`config.mk`:
```
export PLATFORM = sky130hd
export DESIGN_NAME = pl0_lexer_top
export DESIGN_NICKNAME = d
export VERILOG_FILES = /design/src/sv/pl0_pkg.sv /design/src/sv/pl0_scan.sv /design/src/sv/pl0_ofifo.sv /design/src/sv/pl0_lexer_top.sv
export SDC_FILE = /design/constraint.sdc
export NUM_CORES = 1
export LEC_CHECK = 0
export BUFFER_PORTS_ARGS = -buffer_cell sky130_fd_sc_hd__buf_2
export CAP_MARGIN = 20
export CORE_ASPECT_RATIO = 0.75
export CORE_MARGIN = 10
export CORE_UTILIZATION = 55
export CTS_CLUSTER_SIZE = 14
export DETAILED_ROUTE_END_ITERATION = 8
export PLACE_DENSITY = 0.74
export SLEW_MARGIN = 5
export SYNTH_ARGS = -nofsm -noshare
export SYNTH_HDL_FRONTEND = slang
export SYNTH_SLANG_ARGS = --single-unit
export TNS_END_PERCENT = 100
```
`constraint.sdc`:
```
create_clock -name clk_i -period 3.4 [get_ports clk_i]
set_input_delay 0.68 -clock clk_i [delete_from_list [all_inputs] [get_ports clk_i]]
set_output_delay 0.68 -clock clk_i [all_outputs]
set_load 0.02 [all_outputs]
```
`src/sv/pl0_pkg.sv`:
```
// package: payload types, token codes, character codes and keyword table for the pl0 lexer
`timescale 1ns / 1ps
package pl0_pkg;

  localparam int LexDepth  = 11;
  localparam int IdChars   = 11;
  localparam int NumDigits = 5;
  localparam int KwCount   = 14;

  typedef struct packed {
    logic [7:0] ch;
    logic       end_of_input;
  } pl0_in_t;

  typedef struct packed {
    logic [5:0]  token_type;
    logic [1:0]  error_kind;
    logic [3:0]  lexeme_length;
    logic [63:0] lexeme_head;
    logic [23:0] lexeme_tail;
    logic        last;
  } pl0_out_t;

  typedef struct packed {
    logic     push0;
    logic     push1;
    pl0_out_t res0;
    pl0_out_t res1;
  } pl0_res_pair_t;

  // token numbers
  localparam logic [5:0] TOK_ERR     = 6'd0;
  localparam logic [5:0] TOK_IDENT   = 6'd2;
  localparam logic [5:0] TOK_NUMBER  = 6'd3;
  localparam logic [5:0] TOK_PLUS    = 6'd4;
  localparam logic [5:0] TOK_MINUS   = 6'd5;
  localparam logic [5:0] TOK_MULT    = 6'd6;
  localparam logic [5:0] TOK_SLASH   = 6'd7;
  localparam logic [5:0] TOK_EQL     = 6'd9;
  localparam logic [5:0] TOK_NEQ     = 6'd10;
  localparam logic [5:0] TOK_LES     = 6'd11;
  localparam logic [5:0] TOK_LEQ     = 6'd12;
  localparam logic [5:0] TOK_GTR     = 6'd13;
  localparam logic [5:0] TOK_GEQ     = 6'd14;
  localparam logic [5:0] TOK_LPAREN  = 6'd15;
  localparam logic [5:0] TOK_RPAREN  = 6'd16;
  localparam logic [5:0] TOK_COMMA   = 6'd17;
  localparam logic [5:0] TOK_SEMI    = 6'd18;
  localparam logic [5:0] TOK_PERIOD  = 6'd19;
  localparam logic [5:0] TOK_BECOMES = 6'd20;

  // error kinds
  localparam logic [1:0] ERR_NONE     = 2'd0;
  localparam logic [1:0] ERR_ID_LONG  = 2'd1;
  localparam logic [1:0] ERR_NUM_LONG = 2'd2;
  localparam logic [1:0] ERR_INVALID  = 2'd3;

  // ascii codes
  localparam logic [7:0] CH_SPACE  = 8'h20;
  localparam logic [7:0] CH_TAB    = 8'h09;
  localparam logic [7:0] CH_CR     = 8'h0D;
  localparam logic [7:0] CH_SLASH  = 8'h2F;
  localparam logic [7:0] CH_STAR   = 8'h2A;
  localparam logic [7:0] CH_LT     = 8'h3C;
  localparam logic [7:0] CH_GT     = 8'h3E;
  localparam logic [7:0] CH_COLON  = 8'h3A;
  localparam logic [7:0] CH_EQ     = 8'h3D;
  localparam logic [7:0] CH_PLUS   = 8'h2B;
  localparam logic [7:0] CH_MINUS  = 8'h2D;
  localparam logic [7:0] CH_LPAREN = 8'h28;
  localparam logic [7:0] CH_RPAREN = 8'h29;
  localparam logic [7:0] CH_COMMA  = 8'h2C;
  localparam logic [7:0] CH_PERIOD = 8'h2E;
  localparam logic [7:0] CH_SEMI   = 8'h3B;

  // reserved words, first character in the low byte
  localparam logic [87:0] KwText [KwCount] = '{
    88'h74736e6f63,         // const
    88'h726176,             // var
    88'h6572756465636f7270, // procedure
    88'h6c6c6163,           // call
    88'h6e69676562,         // begin
    88'h646e65,             // end
    88'h6669,               // if
    88'h6966,               // fi
    88'h6e656874,           // then
    88'h65736c65,           // else
    88'h656c696877,         // while
    88'h6f64,               // do
    88'h64616572,           // read
    88'h6574697277          // write
  };
  localparam logic [3:0] KwLen [KwCount] = '{
    4'd5, 4'd3, 4'd9, 4'd4, 4'd5, 4'd3, 4'd2, 4'd2, 4'd4, 4'd4, 4'd5, 4'd2, 4'd4, 4'd5
  };
  localparam logic [5:0] KwTok [KwCount] = '{
    6'd28, 6'd29, 6'd30, 6'd27, 6'd21, 6'd22, 6'd23, 6'd8, 6'd24, 6'd33, 6'd25, 6'd26,
    6'd32, 6'd31
  };

  function automatic pl0_out_t mk_res(logic [5:0] tok, logic [1:0] kind, logic [3:0] len,
                                      logic [87:0] lex);
    pl0_out_t r;
    r.token_type    = tok;
    r.error_kind    = kind;
    r.lexeme_length = len;
    r.lexeme_head   = lex[63:0];
    r.lexeme_tail   = lex[87:64];
    r.last          = 1'b0;
    return r;
  endfunction

endpackage

```
`src/sv/pl0_scan.sv`:
```
// scanner state and per-byte token logic: up to two results per transfer
`timescale 1ns / 1ps
module pl0_scan import pl0_pkg::*; (
  input  logic          clk_i,
  input  logic          rst_ni,
  input  logic          accept_i,
  input  pl0_in_t       in_data_i,
  output pl0_res_pair_t res_o
);

  typedef enum logic [9:0] {
    M_IDLE     = 10'b00_0000_0001,
    M_SLASH    = 10'b00_0000_0010,
    M_COMMENT  = 10'b00_0000_0100,
    M_IDENT    = 10'b00_0000_1000,
    M_NUMBER   = 10'b00_0001_0000,
    M_ID_SKIP  = 10'b00_0010_0000,
    M_NUM_SKIP = 10'b00_0100_0000,
    M_LT       = 10'b00_1000_0000,
    M_GT       = 10'b01_0000_0000,
    M_COLON    = 10'b10_0000_0000
  } mode_e;

  mode_e       mode_q, mode_d;
  logic [3:0]  cnt_q, cnt_d;
  logic        star_q, star_d;
  logic [7:0]  store_q [LexDepth];
  logic        store_we;
  logic [3:0]  store_idx;

  logic [7:0]  c;
  logic        is_blank, is_alpha, is_digit, is_alnum;
  logic [87:0] lex;
  logic [5:0]  id_tok;

  logic        idle_v, idle_load;
  logic [5:0]  idle_tok;
  logic [1:0]  idle_kind;
  mode_e       idle_mode;

  logic        pre_v, post_v, go_idle;
  pl0_out_t    pre_res, post_res, sym_res;

  assign c        = in_data_i.ch;
  assign is_blank = (c == CH_SPACE) || ((c >= CH_TAB) && (c <= CH_CR));
  assign is_alpha = ((c >= 8'h61) && (c <= 8'h7A)) || ((c >= 8'h41) && (c <= 8'h5A));
  assign is_digit = (c >= 8'h30) && (c <= 8'h39);
  assign is_alnum = is_alpha || is_digit;

  // stored characters past the count read as zero
  always_comb begin
    for (int i = 0; i < LexDepth; i++) begin
      lex[i*8 +: 8] = (4'(i) < cnt_q) ? store_q[i] : 8'h00;
    end
  end

  // parallel keyword compare
  always_comb begin
    id_tok = TOK_IDENT;
    for (int k = KwCount - 1; k >= 0; k--) begin
      if ((cnt_q == KwLen[k]) && (lex == KwText[k])) begin
        id_tok = KwTok[k];
      end
    end
  end

  // what a byte does when seen with nothing pending
  always_comb begin
    idle_v    = 1'b0;
    idle_load = 1'b0;
    idle_tok  = TOK_ERR;
    idle_kind = ERR_NONE;
    idle_mode = M_IDLE;
    if (is_blank) begin
      idle_mode = M_IDLE;
    end else if (is_alpha) begin
      idle_load = 1'b1;
      idle_mode = M_IDENT;
    end else if (is_digit) begin
      idle_load = 1'b1;
      idle_mode = M_NUMBER;
    end else begin
      unique case (c)
        CH_SLASH:  idle_mode = M_SLASH;
        CH_LT:     idle_mode = M_LT;
        CH_GT:     idle_mode = M_GT;
        CH_COLON:  idle_mode = M_COLON;
        CH_PLUS:   begin idle_v = 1'b1; idle_tok = TOK_PLUS;   end
        CH_MINUS:  begin idle_v = 1'b1; idle_tok = TOK_MINUS;  end
        CH_STAR:   begin idle_v = 1'b1; idle_tok = TOK_MULT;   end
        CH_LPAREN: begin idle_v = 1'b1; idle_tok = TOK_LPAREN; end
        CH_RPAREN: begin idle_v = 1'b1; idle_tok = TOK_RPAREN; end
        CH_EQ:     begin idle_v = 1'b1; idle_tok = TOK_EQL;    end
        CH_COMMA:  begin idle_v = 1'b1; idle_tok = TOK_COMMA;  end
        CH_PERIOD: begin idle_v = 1'b1; idle_tok = TOK_PERIOD; end
        CH_SEMI:   begin idle_v = 1'b1; idle_tok = TOK_SEMI;   end
        default: begin
          idle_v    = 1'b1;
          idle_tok  = TOK_ERR;
          idle_kind = ERR_INVALID;
        end
      endcase
    end
  end

  // token still held by the current mode
  always_comb begin
    unique case (mode_q)
      M_SLASH, M_COMMENT: sym_res = mk_res(TOK_SLASH, ERR_NONE, 4'd1, {80'd0, CH_SLASH});
      M_IDENT:            sym_res = mk_res(id_tok, ERR_NONE, cnt_q, lex);
      M_NUMBER:           sym_res = mk_res(TOK_NUMBER, ERR_NONE, cnt_q, lex);
      M_LT:               sym_res = mk_res(TOK_LES, ERR_NONE, 4'd1, {80'd0, CH_LT});
      M_GT:               sym_res = mk_res(TOK_GTR, ERR_NONE, 4'd1, {80'd0, CH_GT});
      M_COLON:            sym_res = mk_res(TOK_ERR, ERR_INVALID, 4'd1, {80'd0, CH_COLON});
      default:            sym_res = mk_res(TOK_ERR, ERR_NONE, 4'd0, 88'd0);
    endcase
  end

  always_comb begin
    mode_d    = mode_q;
    cnt_d     = cnt_q;
    star_d    = star_q;
    store_we  = 1'b0;
    store_idx = cnt_q;
    pre_v     = 1'b0;
    pre_res   = sym_res;
    post_v    = 1'b0;
    post_res  = mk_res(idle_tok, idle_kind, 4'd1, {80'd0, c});
    go_idle   = 1'b0;

    if (in_data_i.end_of_input) begin
      unique case (mode_q)
        M_SLASH, M_IDENT, M_NUMBER, M_LT, M_GT, M_COLON: pre_v = 1'b1;
        M_COMMENT: begin
          // unclosed comment gives back its opener
          pre_v    = 1'b1;
          post_v   = 1'b1;
          post_res = mk_res(TOK_MULT, ERR_NONE, 4'd1, {80'd0, CH_STAR});
        end
        default: pre_v = 1'b0;
      endcase
      mode_d = M_IDLE;
      cnt_d  = 4'd0;
      star_d = 1'b0;
    end else begin
      unique case (mode_q)
        M_IDLE: go_idle = 1'b1;
        M_SLASH: begin
          if (c == CH_STAR) begin
            mode_d = M_COMMENT;
            star_d = 1'b0;
          end else begin
            pre_v   = 1'b1;
            go_idle = 1'b1;
          end
        end
        M_COMMENT: begin
          if (star_q && (c == CH_SLASH)) begin
            mode_d = M_IDLE;
            star_d = 1'b0;
          end else begin
            star_d = (c == CH_STAR);
          end
        end
        M_IDENT: begin
          if (is_alnum) begin
            if (cnt_q < 4'(IdChars)) begin
              store_we = 1'b1;
              cnt_d    = cnt_q + 4'd1;
            end else begin
              pre_v   = 1'b1;
              pre_res = mk_res(TOK_ERR, ERR_ID_LONG, cnt_q, lex);
              mode_d  = M_ID_SKIP;
            end
          end else begin
            pre_v   = 1'b1;
            go_idle = 1'b1;
          end
        end
        M_NUMBER: begin
          if (is_digit) begin
            if (cnt_q < 4'(NumDigits)) begin
              store_we = 1'b1;
              cnt_d    = cnt_q + 4'd1;
            end else begin
              pre_v   = 1'b1;
              pre_res = mk_res(TOK_ERR, ERR_NUM_LONG, cnt_q, lex);
              mode_d  = M_NUM_SKIP;
            end
          end else begin
            pre_v   = 1'b1;
            go_idle = 1'b1;
          end
        end
        M_ID_SKIP:  go_idle = !is_alnum;
        M_NUM_SKIP: go_idle = !is_digit;
        M_LT: begin
          pre_v = 1'b1;
          if (c == CH_EQ) begin
            pre_res = mk_res(TOK_LEQ, ERR_NONE, 4'd2, {72'd0, CH_EQ, CH_LT});
            mode_d  = M_IDLE;
          end else if (c == CH_GT) begin
            pre_res = mk_res(TOK_NEQ, ERR_NONE, 4'd2, {72'd0, CH_GT, CH_LT});
            mode_d  = M_IDLE;
          end else begin
            go_idle = 1'b1;
          end
        end
        M_GT: begin
          pre_v = 1'b1;
          if (c == CH_EQ) begin
            pre_res = mk_res(TOK_GEQ, ERR_NONE, 4'd2, {72'd0, CH_EQ, CH_GT});
            mode_d  = M_IDLE;
          end else begin
            go_idle = 1'b1;
          end
        end
        M_COLON: begin
          pre_v = 1'b1;
          if (c == CH_EQ) begin
            pre_res = mk_res(TOK_BECOMES, ERR_NONE, 4'd2, {72'd0, CH_EQ, CH_COLON});
            mode_d  = M_IDLE;
          end else begin
            go_idle = 1'b1;
          end
        end
        default: go_idle = 1'b1;
      endcase

      // the byte that did not extend the pending token starts afresh
      if (go_idle) begin
        mode_d = idle_mode;
        post_v = idle_v;
        if (idle_load) begin
          store_we  = 1'b1;
          store_idx = 4'd0;
          cnt_d     = 4'd1;
        end
      end
    end
  end

  always_comb begin
    res_o.push0     = accept_i && (pre_v || post_v);
    res_o.push1     = accept_i && pre_v && post_v;
    res_o.res0      = pre_v ? pre_res : post_res;
    res_o.res0.last = !(pre_v && post_v);
    res_o.res1      = post_res;
    res_o.res1.last = 1'b1;
  end

  always_ff @(posedge clk_i or negedge rst_ni) begin
    if (!rst_ni) begin
      mode_q <= M_IDLE;
      cnt_q  <= 4'd0;
      star_q <= 1'b0;
    end else if (accept_i) begin
      mode_q <= mode_d;
      cnt_q  <= cnt_d;
      star_q <= star_d;
    end
  end

  always_ff @(posedge clk_i) begin
    if (accept_i && store_we) begin
      store_q[store_idx] <= c;
    end
  end

endmodule

```
`src/sv/pl0_ofifo.sv`:
```
// four-entry result queue taking one or two results per cycle
`timescale 1ns / 1ps
module pl0_ofifo import pl0_pkg::*; (
  input  logic          clk_i,
  input  logic          rst_ni,
  input  pl0_res_pair_t res_i,
  output logic          room_o,
  output logic          out_valid_o,
  input  logic          out_ready_i,
  output pl0_out_t      out_data_o
);

  pl0_out_t   mem_q [4];
  logic [1:0] wr_q, rd_q;
  logic [2:0] cnt_q;
  logic       pop;
  logic [2:0] n_push;

  assign pop         = out_valid_o && out_ready_i;
  assign out_valid_o = (cnt_q != 3'd0);
  assign out_data_o  = mem_q[rd_q];
  // room for the worst case of two results
  assign room_o      = (cnt_q <= 3'd2);
  assign n_push      = {1'b0, res_i.push0 && res_i.push1, res_i.push0 ^ res_i.push1};

  always_ff @(posedge clk_i or negedge rst_ni) begin
    if (!rst_ni) begin
      wr_q  <= 2'd0;
      rd_q  <= 2'd0;
      cnt_q <= 3'd0;
    end else begin
      wr_q  <= wr_q + n_push[1:0];
      if (pop) begin
        rd_q <= rd_q + 2'd1;
      end
      cnt_q <= cnt_q + n_push - {2'b00, pop};
    end
  end

  always_ff @(posedge clk_i) begin
    if (res_i.push0) begin
      mem_q[wr_q] <= res_i.res0;
    end
    if (res_i.push1) begin
      mem_q[wr_q + 2'd1] <= res_i.res1;
    end
  end

endmodule

```
`src/sv/pl0_lexer_top.sv`:
```
// top level of the pl0 lexer: scanner plus result queue
`timescale 1ns / 1ps
// Streaming PL/0 tokenizer. Each transfer on the input carries one source byte or an end
// marker; the scanner handles it in the cycle it is taken and writes zero, one or two tokens
// into a four-entry result queue, from which the output is read. A byte is taken every
// cycle while the queue has room for two tokens; a byte that closes a pending token and
// also yields a symbol of its own puts two tokens in the queue, and the input slows only
// if the consumer cannot drain them. Lexemes come out with the first character in the low
// byte of lexeme_head and unused bytes zero.
module pl0_lexer_top import pl0_pkg::*; (
  input  logic     clk_i,
  input  logic     rst_ni,
  input  logic     in_valid_i,
  output logic     in_ready_o,
  input  pl0_in_t  in_data_i,
  output logic     out_valid_o,
  input  logic     out_ready_i,
  output pl0_out_t out_data_o
);

  logic          accept;
  logic          room;
  pl0_res_pair_t res;

  assign in_ready_o = room;
  assign accept     = in_valid_i && room;

  pl0_scan u_scan (
    .clk_i     (clk_i),
    .rst_ni    (rst_ni),
    .accept_i  (accept),
    .in_data_i (in_data_i),
    .res_o     (res)
  );

  pl0_ofifo u_ofifo (
    .clk_i       (clk_i),
    .rst_ni      (rst_ni),
    .res_i       (res),
    .room_o      (room),
    .out_valid_o (out_valid_o),
    .out_ready_i (out_ready_i),
    .out_data_o  (out_data_o)
  );

endmodule

```
==> After elaboration in Yosys (flattened, before gate mapping) <==
Memories as Yosys holds them, arrays and structs flattened.
Cells that the tools add are included.
{ "op_classes": {"bitwise": 1, "div": 0, "muxes": 117, "order_cmp": 22, "shift": 0, "n_reduce_logical": 45, "mul": 0, "eq_ne": 51, "n_addsub": 6} }
{ "op_table": {"columns": ["cell", "n"], "rows": [
  ["2-to-1 mux 101 bit", 12],
  ["one-hot mux 101 bit (6 select lines)", 1],
  ["one-hot mux 101 bit (5 select lines)", 1],
  ["equality test 88 x 31 -> 1 bit, second input constant", 4],
  ["equality test 88 x 39 -> 1 bit, second input constant", 4],
  ["equality test 88 x 15 -> 1 bit, second input constant", 3],
  ["equality test 88 x 23 -> 1 bit, second input constant", 2],
  ["2-to-1 mux 10 bit", 14],
  ["equality test 8 x 6 -> 1 bit, second input constant", 14],
  ["2-to-1 mux 6 bit", 16],
  ["equality test 88 x 71 -> 1 bit, second input constant", 1],
  ["2-to-1 mux 8 bit", 11],
  ["one-hot mux 10 bit (6 select lines)", 1],
  ["one-hot mux 5 bit (9 select lines)", 1],
  ["2-to-1 mux 4 bit", 10],
  ["one-hot mux 10 bit (4 select lines)", 1],
  ["2-to-1 mux 1 bit", 39],
  ["logical AND 1 bit", 27],
  [">= comparator 8 x 7 -> 1 bit, second input constant", 2],
  ["less-or-equal comparator 8 x 7 -> 1 bit, second input constant", 2],
  ["less-than comparator 3 x 4 -> 1 bit, first input constant", 4],
  ["inequality test 4 x 2 -> 1 bit, second input constant", 4],
  ["OR reduction 13 bit", 1],
  ["less-than comparator 4 bit, first input constant", 3],
  ["other kinds (47)", 64]
]} }
{ "totals": {"rom_bits": 0, "inputBits": 13, "mem_bits_rw": 492, "latchBits": 0, "register_bits": 22, "mem_count": 2} }
{ "memory_table": {"columns": ["memory", "depth", "word_bits", "read_ports", "rd_ports_with_merged_regs", "write_ports", "line_no", "source"], "rows": [
  ["u_ofifo.mem_q", 4, 101, 1, 0, 2, "pl0_ofifo.sv:13", "pl0_out_t mem_q [4];"],
  ["u_scan.store_q", 11, 8, 11, 0, 1, "pl0_scan.sv:27", "logic [7:0] store_q [LexDepth];"]
]} }

==> Depth between registers and ports, before layout <==
Gate-level depths: netlist of run 1.
{ "depth": {"depth_word": 24, "ltp_mapped": 16, "ltp_nobuf": 13} }

==> Cells and area by module <==
Synthesis of run 1 repeated with hierarchy kept, for this count alone.
{ "hier_totals": {"cells_unflattened": 1869, "hier_area_um2": 27665.3} }
{ "by_module_without_submodules": {"columns": ["mod", "seq_area_each_um2", "cells_per_inst", "instances", "area_per_inst_um2"], "rows": [
  ["pl0_ofifo", 12306.8, 1017, 1, 19881.6],
  ["pl0_scan", 3019.1, 851, 1, 7777.5],
  ["pl0_lexer_top", 0.0, 1, 1, 6.3]
]} }

==> Worst setup path after synthesis of run 1 <==
No wires, ideal clock.
{ "synth_path": {"path_type": "input to register", "from": "in in_data_i[8] (netlist bit)", "to": "reg u_ofifo.cnt_q[2]", "cell_stages": 14, "t_arrival_ps": 4007, "required_time_ps": 3277, "slack_ps": -729, "cell_sequence": "nand4bb_4 -> or4_1 -> a222oi_1 -> a21oi_1 -> a21oi_2 -> buf_2 -> buf_1 -> a21oi_1 -> ha_1 -> ha_1 -> inv_1 -> fa_1 -> xor2_1 -> xnor2_1"} }
{ "synth_between": {"elab_chain_cells": 14, "elab_cells_between_ends": 51, "classes_between": "add/sub (2); order compare (8); eq/ne (7); mux (18); bitwise (1); reduce/logical (15)"} }
{ "synth_lines": {"columns": ["item", "line_no", "source"], "rows": [
  ["from (decl)", "pl0_lexer_top.sv:15", "input pl0_in_t in_data_i,"],
  [">= comparator 8 x 7 -> 1 bit / less-or-equal comparator 8 x 7 -> 1 bit (equally long branches)", "pl0_scan.sv:46", "assign is_alpha = ((c >= 8'h61) && (c <= 8'h7A)) || ((c >= 8'h41) && (c <= 8'h5A));"],
  ["logical AND 1 bit", "pl0_scan.sv:46", null],
  ["logical OR 1 bit", "pl0_scan.sv:46", null],
  ["logical OR 1 bit", "pl0_scan.sv:48", "assign is_alnum = is_alpha || is_digit;"],
  ["2-to-1 mux 1 bit / zero test 1 bit (equally long branches)", "pl0_scan.sv:166, pl0_scan.sv:195", null],
  ["one-hot mux 1 bit (8 select lines)", "pl0_scan.sv:146", "unique case (mode_q)"],
  ["2-to-1 mux 1 bit", "pl0_scan.sv:131", "if (in_data_i.end_of_input) begin"],
  ["2-to-1 mux 1 bit", "pl0_scan.sv:231", "if (go_idle) begin"],
  ["2-to-1 mux 1 bit", "pl0_scan.sv:131", null],
  ["logical OR 1 bit", "pl0_scan.sv:244", "res_o.push0 = accept_i && (pre_v || post_v);"],
  ["logical AND 1 bit", "pl0_scan.sv:244", null],
  ["bitwise XOR 1 bit / logical AND 1 bit (equally long branches)", "pl0_ofifo.sv:24", "assign n_push = {1'b0, res_i.push0 && res_i.push1, res_i.push0 ^ res_i.push1};"],
  ["adder 3 x 2 -> 3 bit (*)", "pl0_ofifo.sv:36", "cnt_q <= cnt_q + n_push - {2'b00, pop};"],
  ["subtractor 3 x 1 -> 3 bit (*)", "pl0_ofifo.sv:36", null],
  ["to (signal assigned)", "pl0_ofifo.sv:36", null],
  ["to (decl)", "pl0_ofifo.sv:15", "logic [2:0] cnt_q;"]
]} }
Every way passes the cells marked *; elsewhere a longest branch is shown, timed or not. The select of a mux whose other input is x is not followed.
A chain may end at the register's enable or synchronous reset.

==> results.sh, run 1 <==
export IMPL_yosys_warnings=0
export IMPL_slew_headroom_pct=40.3
export IMPL_cp_num_buf_inv=0
export IMPL_die_w_um=254
export IMPL_reg2reg_to="u_ofifo.mem_q[1][96]"
export IMPL_p_total_w=0.0163
export IMPL_syn_inst=1867
export IMPL_synth_nets=1891
export IMPL_synth_ff_type="dfxtp_1"
export IMPL_wl_per_cell_um=28.1
export IMPL_rsz0062_at_grt="yes"
export IMPL_avgSynthCellArea_um2=12.1
export IMPL_critical_path_arrival_ns=3.80
export IMPL_synth_cell_type_count=96
export IMPL_violations="negative setup slack"
export IMPL_routabilityCongestion=1.07
export IMPL_hpwl_um=57000
export IMPL_worstMarginPinSlew_ns=0.888
export IMPL_crit_chain="or3_4, or4b_4, o41a_1, nor4_1, nand3_1, nand4b_1, o311a_1, o32ai_1"
export IMPL_vias_per_cell=6.85
export IMPL_die_h_um=196
export IMPL_worst_setup_path_start_kind="register"
export IMPL_num_rows=64
export IMPL_period_share_pct=103
export IMPL_cts_hold_buf=0
export IMPL_hold_ws_ns=0.105
export IMPL_drtIter0Drc=2087
export IMPL_die_area_mm2=0.0497
export IMPL_worst_slack_ns=-0.104
export IMPL_final_nets=2248
export IMPL_skew_ns=0.0206
export IMPL_r2r_start="u_scan.store_q[6][7]"
export IMPL_core_mm2=0.0407
export IMPL_ir_worst_vdd_uv=647
export IMPL_htreeDepth=2
export IMPL_clk_root_buffer_cell="clkbuf_16"
export IMPL_clock_sinks=514
export IMPL_async_reset_ff_share_pct=4.28
export IMPL_finalHoldViolations=0
export IMPL_maxCapViolCount=0
export IMPL_crit_family="simple AND/OR/NAND/NOR gates"
export IMPL_worst_path_max_fanout=4
export IMPL_utilization_pct=68.8
export IMPL_wl_um=78500
export IMPL_yosysSeqAreaShare_pct=52.5
export IMPL_fillers=2963
export IMPL_cp_slowest_stage_delay_ns=0.57
export IMPL_vias=19100
export IMPL_power_density_mw_per_mm2=581
export IMPL_hp_class="in -> async"
export IMPL_clockBufferDepth=3
export IMPL_postRouteAntennaNets=0
export IMPL_drcViolationCount=0
export IMPL_p_leak_nw=10.4
export IMPL_start_util_pct=55.6
export IMPL_r2r_slack_ns=-0.10
export IMPL_pin_count=116
export IMPL_status="finished with violations"
export IMPL_clock_fmax_mhz=285
export IMPL_clk_pin_slew_ns=0.07
export IMPL_cts_buffers=48
export IMPL_rr_worst_depth=8
export IMPL_grt_pass1_wl_um=119000
export IMPL_report_final_slew_viol_count=0
export IMPL_period_needed_ns=3.50
export IMPL_final_layout_size_suffix_gt1_share_pct=32.3
export IMPL_cts_tree="done"
export IMPL_crit_start="u_scan.store_q[6][7]"
export IMPL_portBuffers=115
export IMPL_insertion_delay_ns=0.59
export IMPL_synth_edff_count=148
export IMPL_finalSetupViolations=6
export IMPL_crit_path_end_kind="register"
export IMPL_syn_to_final_growth_pct=23.7
export IMPL_critPathKind="reg -> reg"
export IMPL_grt_pass1_vias=18900
export IMPL_pre_cts_ws_ns=-0.526
export IMPL_cpMaxStageDelayCell="or4b_4"
export IMPL_grt_max_degree=57
export IMPL_critical_path_required_ns=3.70
export IMPL_firstDrtPassIters=5
export IMPL_ys_seq_elements=514
export IMPL_grt_overflow=0
export IMPL_antenna_found_initial=2
export IMPL_grt_usage_pct=31.0
export IMPL_netlist_area_mm2=0.0226
## cells in the final DEF (no fill, tap or decap), types with 11 or more instances in the layout
cell type  count
buf_2        115
a32o_1        29
o22ai_1       50
buf_4        304
clkbuf_1      12
inv_1         16
nand2b_1      17
or4_1         11
clkbuf_16     51
dfrtp_1       19
edfxtp_1     148
dfxtp_1      344
a21oi_1       40
mux4_2       101
nand4_1       35
nor4_1        26
o21ai_0       30
o2bb2ai_1    126
nor2_1        85
buf_12        28
nand2_1       80
nand3_1       33
a22o_1       190
or2_2         11
nor3_1        46
## cell type report
cell class,count,area (um2),share of cell area (%)
clock inverter,14,121,0.434
multi-input combinational,1186,10300,36.7
timing repair buffer,451,3480,12.4
clock buffer,74,1460,5.21
tap,528,661,2.36
sequential,514,11900,42.5
antenna,3,7.51,0.0268
inverter,23,97.6,0.349
## routing by layer
layer / track usage (%) / vias to the layer above / wire [um]
met1: 44.3 / 9761 / 33300
met5: 0 / - / 0
met4: 6.84 / 0 / 1640
met3: 5.12 / 118 / 7070
met2: 49.0 / 1000 / 36500
li1: - / 8267 / -
## per-stage QoR
| step | setup TNS, ns | instance area (um2) | std cells |
|---|---|---|---|
| floorplan | -7.11 | 22700 | 1867 |
| global placement | -134.68 | 26200 | 2699 |
| detailed placement | -176.97 | 26200 | 2699 |
| CTS | -0.00313 | 27900 | 2789 |
| global route | -0.230 | 28000 | 2791 |
| finish | -0.262 | 28000 | 2793 |
## cell families after synthesis
| group | after synthesis | share of synthesized area (%) |
|---|---|---|
| buf+inv | 167 | 3.36 |
| xor+xnor | 13 | 0.503 |
| compound gates | 584 | 20.8 |
| mux | 104 | 10.2 |
| simple gates | 474 | 12.0 |
| fa+ha+maj | 11 | 0.641 |
| flops | 514 | 52.5 |
## where the power goes
group          total [W]  leakage (nW)  switching (W)  internal (W)
Combinational    0.00418          5.15        0.00245       0.00173
Sequential       0.00672          4.43       0.000218       0.00650
Clock            0.00536         0.787        0.00238       0.00298
## synthesized netlist by cell type (20+ instances only)
cell / n / area share, %
o2bb2ai_1: 126 / 4.9
nand4_1: 35 / 0.97
mux4_2: 101 / 10
a32o_1: 29 / 1.3
buf_2: 39 / 0.86
edfxtp_1: 148 / 20
dfrtp_1: 21 / 2.3
o22ai_1: 52 / 1.4
nor3_1: 53 / 1.2
o21ai_0: 31 / 0.69
a22o_1: 190 / 7.4
nand2_1: 80 / 1.3
nand3_1: 34 / 0.75
dfxtp_1: 344 / 30
inv_1: 20 / 0.33
nor2_1: 88 / 1.5
clkbuf_1: 71 / 1.2
nor4_1: 28 / 0.77
a21oi_1: 43 / 0.95
## how the worst max path moves through the flow
stage / slack (ns) / to / cells past startpoint
3_5_place_dp: -0.53 / u_ofifo.cnt_q[2] / 13
4_1_cts: -0.003 / u_ofifo.mem_q[2][99] / 10
5_1_grt: -0.05 / u_ofifo.mem_q[2][98] / 11
2_1_floorplan: -0.43 / u_ofifo.cnt_q[2] / 14
3_3_place_gp: -0.45 / u_ofifo.mem_q[2][19] / 9
6_report: -0.10 / u_ofifo.mem_q[1][96] / 8
## sequential cells by signal (all words and copies together), names as in the netlist
register and flops:
u_scan.mode_q 10, u_scan.store_q 88, u_ofifo.rd_q 2, u_scan.star_q 1, u_ofifo.cnt_q 3, u_scan.cnt_q 4
u_ofifo.mem_q 404, u_ofifo.wr_q 2
## timing repair
item                                    in CTS  in global routing
endpoints found under the setup margin      99                322
resized for setup                           16                 31
setup buffers                                2                  1
pin swaps                                    3                  8
Note: power is estimated with default switching activity, not from simulation.
==> inputs of run 2 (changes only) <==
- BUFFER_PORTS_ARGS: -buffer_cell sky130_fd_sc_hd__buf_2 -> -buffer_cell sky130_fd_sc_hd__buf_4
- CORE_ASPECT_RATIO: 0.75 -> unset
==> results.sh, run 2 (synthesized netlist as in run 1, its figures left out) <==
export IMPL_grt_max_degree=44
export IMPL_wl_um=76700
export IMPL_clock_sinks=514
export IMPL_grt_usage_pct=30.1
export IMPL_crit_family="compound AO/OA/AOI/OAI gates"
export IMPL_final_nets=2242
export IMPL_htreeDepth=2
export IMPL_clockBufferDepth=3
export IMPL_crit_path_end_kind="register"
export IMPL_insertion_delay_ns=0.62
export IMPL_status="completed"
export IMPL_pin_count=116
export IMPL_finalHoldViolations=0
export IMPL_fin_setup_tns_ns=0
export IMPL_grt_pass1_wl_um=117000
export IMPL_worstMarginPinSlew_ns=0.834
export IMPL_die_area_mm2=0.0497
export IMPL_die_h_um=223
export IMPL_die_w_um=223
export IMPL_routabilityCongestion=1.01
export IMPL_worst_slack_ns=0.0292
export IMPL_utilization_pct=69.5
export IMPL_clk_pin_slew_ns=0.06
export IMPL_min_to="u_scan.mode_q[3]"
export IMPL_period_share_pct=99.1
export IMPL_syn_to_final_growth_pct=25.0
export IMPL_skew_ns=0.0156
export IMPL_largest_register_ffs=404
export IMPL_report_final_slew_viol_count=0
export IMPL_grt_overflow=0
export IMPL_firstDrtPassIters=7
export IMPL_final_cell_mix="buf_4 (409), dfxtp_1 (344), a22o_1 (190)"
export IMPL_critPathMostFrequentCell="buf_4"
export IMPL_grt_pass1_vias=19000
export IMPL_p_int_w=0.0114
export IMPL_reg2reg_to="u_ofifo.mem_q[0][99]"
export IMPL_cts_buffers=51
export IMPL_power_density_mw_per_mm2=584
export IMPL_largest_registers="u_ofifo.mem_q: 404 flops, u_scan.store_q: 88 flops, u_scan.mode_q: 10 flops"
export IMPL_cts_tree="done"
export IMPL_pre_cts_ws_ns=-0.406
export IMPL_num_rows=74
export IMPL_swShare_pct=31.1
export IMPL_drtIter0Drc=2194
export IMPL_vias=19100
export IMPL_hold_path_depth=2
export IMPL_cpMaxStageDelayCell="o41a_1"
export IMPL_r2r_start="u_scan.store_q[6][7]"
export IMPL_vias_per_cell=6.86
export IMPL_hpwl_um=55200
export IMPL_worst_setup_path_start_kind="register"
export IMPL_rsz0062_at_grt="yes"
export IMPL_clk_root_buffer_cell="clkbuf_16"
export IMPL_slew_headroom_pct=43.8
export IMPL_largest_register="u_ofifo.mem_q"
export IMPL_postRouteAntennaNets=0
export IMPL_seq_power_share_pct=41.0
export IMPL_worst_path_max_fanout=3
export IMPL_final_layout_size_suffix_gt1_share_pct=32.2
export IMPL_min_from="in_data_i[0]"
export IMPL_drcViolationCount=0
export IMPL_core_mm2=0.0407
export IMPL_diodes=0
export IMPL_layout_commonest_cell="buf_4"
export IMPL_finalSetupViolations=0
export IMPL_comb_power_share_pct=25.5
export IMPL_hp_class="in -> reg"
export IMPL_hold_ws_ns=0.410
export IMPL_r2r_slack_ns=0.03
export IMPL_cp_slowest_stage_delay_ns=0.52
export IMPL_critical_path_required_ns=3.80
export IMPL_period_needed_ns=3.37
export IMPL_crit_start="u_scan.store_q[6][7]"
export IMPL_p_total_w=0.0165
export IMPL_critPathKind="reg -> reg"
export IMPL_portBuffers=115
export IMPL_ir_worst_vdd_uv=506
export IMPL_antenna_found_initial=0
export IMPL_wl_per_cell_um=27.5
export IMPL_p_switching_w=0.00514
export IMPL_power_share_clock_pct=33.4
export IMPL_cp_num_buf_inv=2
export IMPL_crit_chain="or3_4, or4b_4, o41a_1, a2111oi_4, buf_4, nor3_1, a311oi_2, buf_4, nor2_1, o32ai_1"
export IMPL_critical_path_arrival_ns=3.77
export IMPL_rr_worst_depth=10
export IMPL_start_util_pct=55.5
export IMPL_maxCapViolCount=0
export IMPL_clock_fmax_mhz=297
export IMPL_fillers=2940
export IMPL_p_leak_nw=10.4
==> run 2: cell types whose count changed in the layout (fill, tap and decap cells not counted), sizes merged <==
cell and delta:
buf -10, bufinv +2, clkbuf -8, clkinv +11
clkinvlp +1, diode -3, dlygate4sd3 +1, inv -1
==> run 2: metal layers <==
layer / GRT usage [%] / routed length, um
met5: 0 / 0
met4: 12.2 / 2970
met3: 4.66 / 6160
met2: 48.4 / 36500
met1: 40.1 / 31000
==> run 2: worst max-delay path by stage <==
stage | slack (ns) | end | cells after the start
after global placement | -0.40 | u_ofifo.mem_q[1][27] | 11
after detailed placement | -0.41 | u_ofifo.mem_q[1][27] | 11
after CTS | 0.003 | u_ofifo.mem_q[0][99] | 10
final | 0.03 | u_ofifo.mem_q[0][99] | 10
after floorplan | -0.43 | u_ofifo.cnt_q[2] | 14
after global routing | -0.06 | u_ofifo.mem_q[0][99] | 13
==> run 2: power by group through the flow <==
stage / clock network [W] / registers, W / logic [W]
floorplan: 0 / 0.00669 / 0.00260
global placement: 0 / 0.00689 / 0.00408
detailed placement: 0 / 0.00690 / 0.00411
CTS: 0.00555 / 0.00677 / 0.00414
global route: 0.00580 / 0.00680 / 0.00445
finish: 0.00552 / 0.00678 / 0.00422
==> run 2: layout make-up <==
class | count | area [um2] | share of cell area, %
multi-input combinational | 1186 | 10300 | 36.6
inverter | 23 | 97.6 | 0.345
sequential | 514 | 11900 | 42.0
tap | 532 | 666 | 2.35
timing repair buffer | 442 | 3690 | 13.0
clock inverter | 27 | 224 | 0.792
clock buffer | 66 | 1380 | 4.89
==> run 2: per-stage QoR <==
step,cells,instance area (um2)
after detailed placement,2691,26400
final,2790,28300
after global placement,2691,26400
after global routing,2790,28300
after CTS,2786,28000
after floorplan,1867,22700
==> run 2: what timing repair did <==
| action | CTS | global route |
|---|---|---|
| endpoints found under the hold margin | 21 | 0 |
| setup buffers | 1 | 6 |
| hold buffers | 1 | 0 |
| gates resized for setup | 9 | 45 |
| gates cloned | 0 | 0 |
| endpoints found under the setup margin | 45 | 351 |
| pin swaps | 3 | 12 |
==> run 2: worst reg2reg max path, delay by kind of cell (launching register included) <==
kind                   cells  cell delay [ns]
AO/OA/AOI/OAI              4             1.34
buffers and inverters      2             0.35
flip-flops                 1             0.42
AND/OR/NAND/NOR            4             1.03
==> inputs of run 3 (changes only) <==
- CAP_MARGIN: 20 -> 10
- CORE_UTILIZATION: 55 -> 25
- PLACE_DENSITY: 0.74 -> 0.38
- SYNTH_HIERARCHICAL: unset -> 1
==> results.sh, run 3 <==
export IMPL_rr_worst_depth=18
export IMPL_fin_area_mm2=0.0377
export IMPL_skew_ns=0.0304
export IMPL_yosysMostFrequentCell="edfxtp_1"
export IMPL_largest_register="u_ofifo/mem_q"
export IMPL_power_density_mw_per_mm2=601
export IMPL_largest_registers="u_ofifo/mem_q: 404 flops, u_scan/store_q: 88 flops, u_scan/mode_q: 10 flops"
export IMPL_critical_path_required_ns=3.89
export IMPL_die_w_um=353
export IMPL_firstDrtPassIters=5
export IMPL_ys_seq_elements=514
export IMPL_hp_class="in -> reg"
export IMPL_period_share_pct=110
export IMPL_postRouteAntennaNets=0
export IMPL_grt_usage_pct=15.0
export IMPL_final_layout_size_suffix_gt1_share_pct=51.4
export IMPL_hpwl_um=66500
export IMPL_grt_overflow=0
export IMPL_r2r_start="u_scan/mode_q[6]"
export IMPL_period_needed_ns=3.76
export IMPL_yosys_warnings=6
export IMPL_finalSetupViolations=759
export IMPL_wl_per_cell_um=25.4
export IMPL_clk_root_buffer_cell="clkbuf_16"
export IMPL_largest_register_ffs=404
export IMPL_report_final_slew_viol_count=0
export IMPL_violations="negative setup slack"
export IMPL_grt_max_degree=50
export IMPL_antenna_found_initial=2
export IMPL_worst_path_max_fanout=3
export IMPL_crit_start="u_scan/mode_q[6]"
export IMPL_num_rows=121
export IMPL_endpoint="u_ofifo/cnt_q[2]"
export IMPL_syn_inst=1869
export IMPL_portBuffers=115
export IMPL_critPathMostFrequentCell="ha_4"
export IMPL_slew_headroom_pct=49.1
export IMPL_avgSynthCellArea_um2=14.8
export IMPL_grt_pass1_vias=19100
export IMPL_syn_to_final_growth_pct=36.4
export IMPL_routabilityCongestion=0.875
export IMPL_synth_area_leaders="edfxtp_1 (53%), mux2_2 (16%), mux4_2 (8.2%), buf_4 (3.1%), dfrtp_1 (1.9%)"
export IMPL_synth_cell_type_count=92
export IMPL_cts_tree="done"
export IMPL_synth_top_area_share_pct=53.4
export IMPL_start_util_pct=25.3
export IMPL_fillers=10700
export IMPL_core_mm2=0.109
export IMPL_worst_setup_path_start_kind="register"
export IMPL_final_cell_mix="edfxtp_1 (492), buf_4 (380), mux2_2 (303)"
export IMPL_insertion_delay_ns=0.62
export IMPL_worstMarginPinSlew_ns=0.755
export IMPL_p_leak_nw=14.6
export IMPL_crit_chain="or3_4, nor4_4, and3_4, a211oi_4, and3_4, or3_4, buf_6, o21ai_2, and2_4, ha_4, inv_4, ha_4, inv_4, ha_4, inv_2, fa_2, xor2_2, xnor2_1"
export IMPL_synth_edff_count=492
export IMPL_worst_slack_ns=-0.356
export IMPL_drcViolationCount=0
export IMPL_vias_per_cell=4.65
export IMPL_grt_pass1_wl_um=140000
export IMPL_die_area_mm2=0.124
export IMPL_drtIter0Drc=1190
export IMPL_layout_commonest_cell="edfxtp_1"
export IMPL_rsz0062_at_grt="yes"
export IMPL_status="finished with violations"
export IMPL_pin_count=116
export IMPL_r2r_slack_ns=-0.36
export IMPL_fin_setup_tns_ns=-152.54
export IMPL_yosysSeqAreaShare_pct=55.4
export IMPL_clk_pin_slew_ns=0.06
export IMPL_yosysTopAreaCell="edfxtp_1"
export IMPL_vias=18200
export IMPL_wl_um=99500
export IMPL_min_from="out_ready_i"
export IMPL_worst_path_stages=18
export IMPL_finalHoldViolations=0
export IMPL_cp_num_buf_inv=4
export IMPL_critPathKind="reg -> reg"
export IMPL_synth_ff_type="edfxtp_1"
export IMPL_crit_family="simple AND/OR/NAND/NOR gates"
export IMPL_clock_fmax_mhz=266
export IMPL_reg2reg_to="u_ofifo/cnt_q[2]"
export IMPL_ir_worst_vdd_uv=329
export IMPL_diodes=0
export IMPL_final_nets=2413
export IMPL_crit_path_end_kind="register"
export IMPL_die_h_um=353
export IMPL_placedInstanceArea_mm2=0.0329
export IMPL_critical_path_arrival_ns=4.24
export IMPL_htreeDepth=3
export IMPL_async_reset_ff_share_pct=4.28
export IMPL_synth_common_cells="edfxtp_1 (492), mux2_2 (404), buf_4 (115), mux4_2 (101), nand2_1 (72)"
export IMPL_cts_buffers=66
export IMPL_clock_sinks=514
export IMPL_netlist_area_mm2=0.0277
export IMPL_pre_cts_ws_ns=-0.817
export IMPL_cp_slowest_stage_delay_ns=0.42
export IMPL_maxCapViolCount=0
export IMPL_cpMaxStageDelayCell="or3_4"
export IMPL_clockBufferDepth=3
==> run 3: cell families after synthesis <==
logic type / count (synthesis) / share of synthesized area (%)
compound gates: 153 / 4.11
xor+xnor: 14 / 0.443
fa+ha+maj: 11 / 0.525
buf+inv: 225 / 5.32
flops: 514 / 55.4
mux: 506 / 24.7
other cells: 2 / 0.0271
simple gates: 444 / 9.48
==> run 3: power by group <==
group          leakage (nW)  internal, W  switching (W)
Clock                  1.02      0.00400        0.00285
Sequential             4.97      0.00742       0.000262
Combinational          8.64      0.00380        0.00435
==> run 3: how the worst min path moves through the flow <==
stage / end / slack, ns / cells after the start
detailed placement: u_scan/mode_q[0] / 0.50 / 2
CTS: u_scan/mode_q[6] / 0.40 / 3
global route: u_scan/star_q / 0.42 / 3
floorplan: u_ofifo/cnt_q[0] / 0.38 / 0
finish: u_ofifo/rd_q[1] / 0.44 / 3
global placement: u_scan/mode_q[0] / 0.49 / 2
==> run 3: final cells by class <==
type                            count  area [um2]  share of cell area [%]
Clock buffer                       83        1800                    4.77
Inverter                           27         106                   0.282
Sequential cell                   514       15300                    40.6
Tap cell                         1476        1850                    4.90
Timing Repair Buffer              566        6510                    17.2
Multi-Input combinational cell   1214       11800                    31.4
Clock inverter                     38         307                   0.813
==> run 3: metal layers <==
metal	vias up	global-route usage (%)	wire [um]
met5	-	0	33
met4	4	4.06	2230
li1	8342	-	-
met1	9388	19.8	44900
met2	359	25.5	48900
met3	118	2.24	3500
==> run 3: worst reg2reg max path, delay by kind of cell, from the launching register on <==
kind                       cells  cell delay [ns]
and+or+nand+nor                6             1.66
adders and majority gates      4             0.88
DFF                            1             0.37
xor gates and xnor gates       2             0.29
buffers and inverters          4             0.27
AOI/OAI and AO/OA              2             0.15
==> run 3: per-stage QoR <==
stage          util [%]  cells  hold WS, ns  power, W
2_1_floorplan         -   1953        0.384    0.0121
4_1_cts            33.6   3875        0.401    0.0229
5_1_grt            34.5   3918        0.420    0.0238
3_3_place_gp       30.1   3694        0.494    0.0156
6_report           34.5   3918        0.437    0.0227
3_5_place_dp       30.1   3694        0.501    0.0156
==> run 3: what timing repair did <==
action / in CTS / in global routing
buffers inserted: 39 / 35
gates cloned: 22 / 31
endpoints found under the hold margin: 21 / 0
setup endpoints to repair: 810 / 882
hold buffers: 1 / 0
resized for setup: 175 / 103
pin swaps: 3 / 9
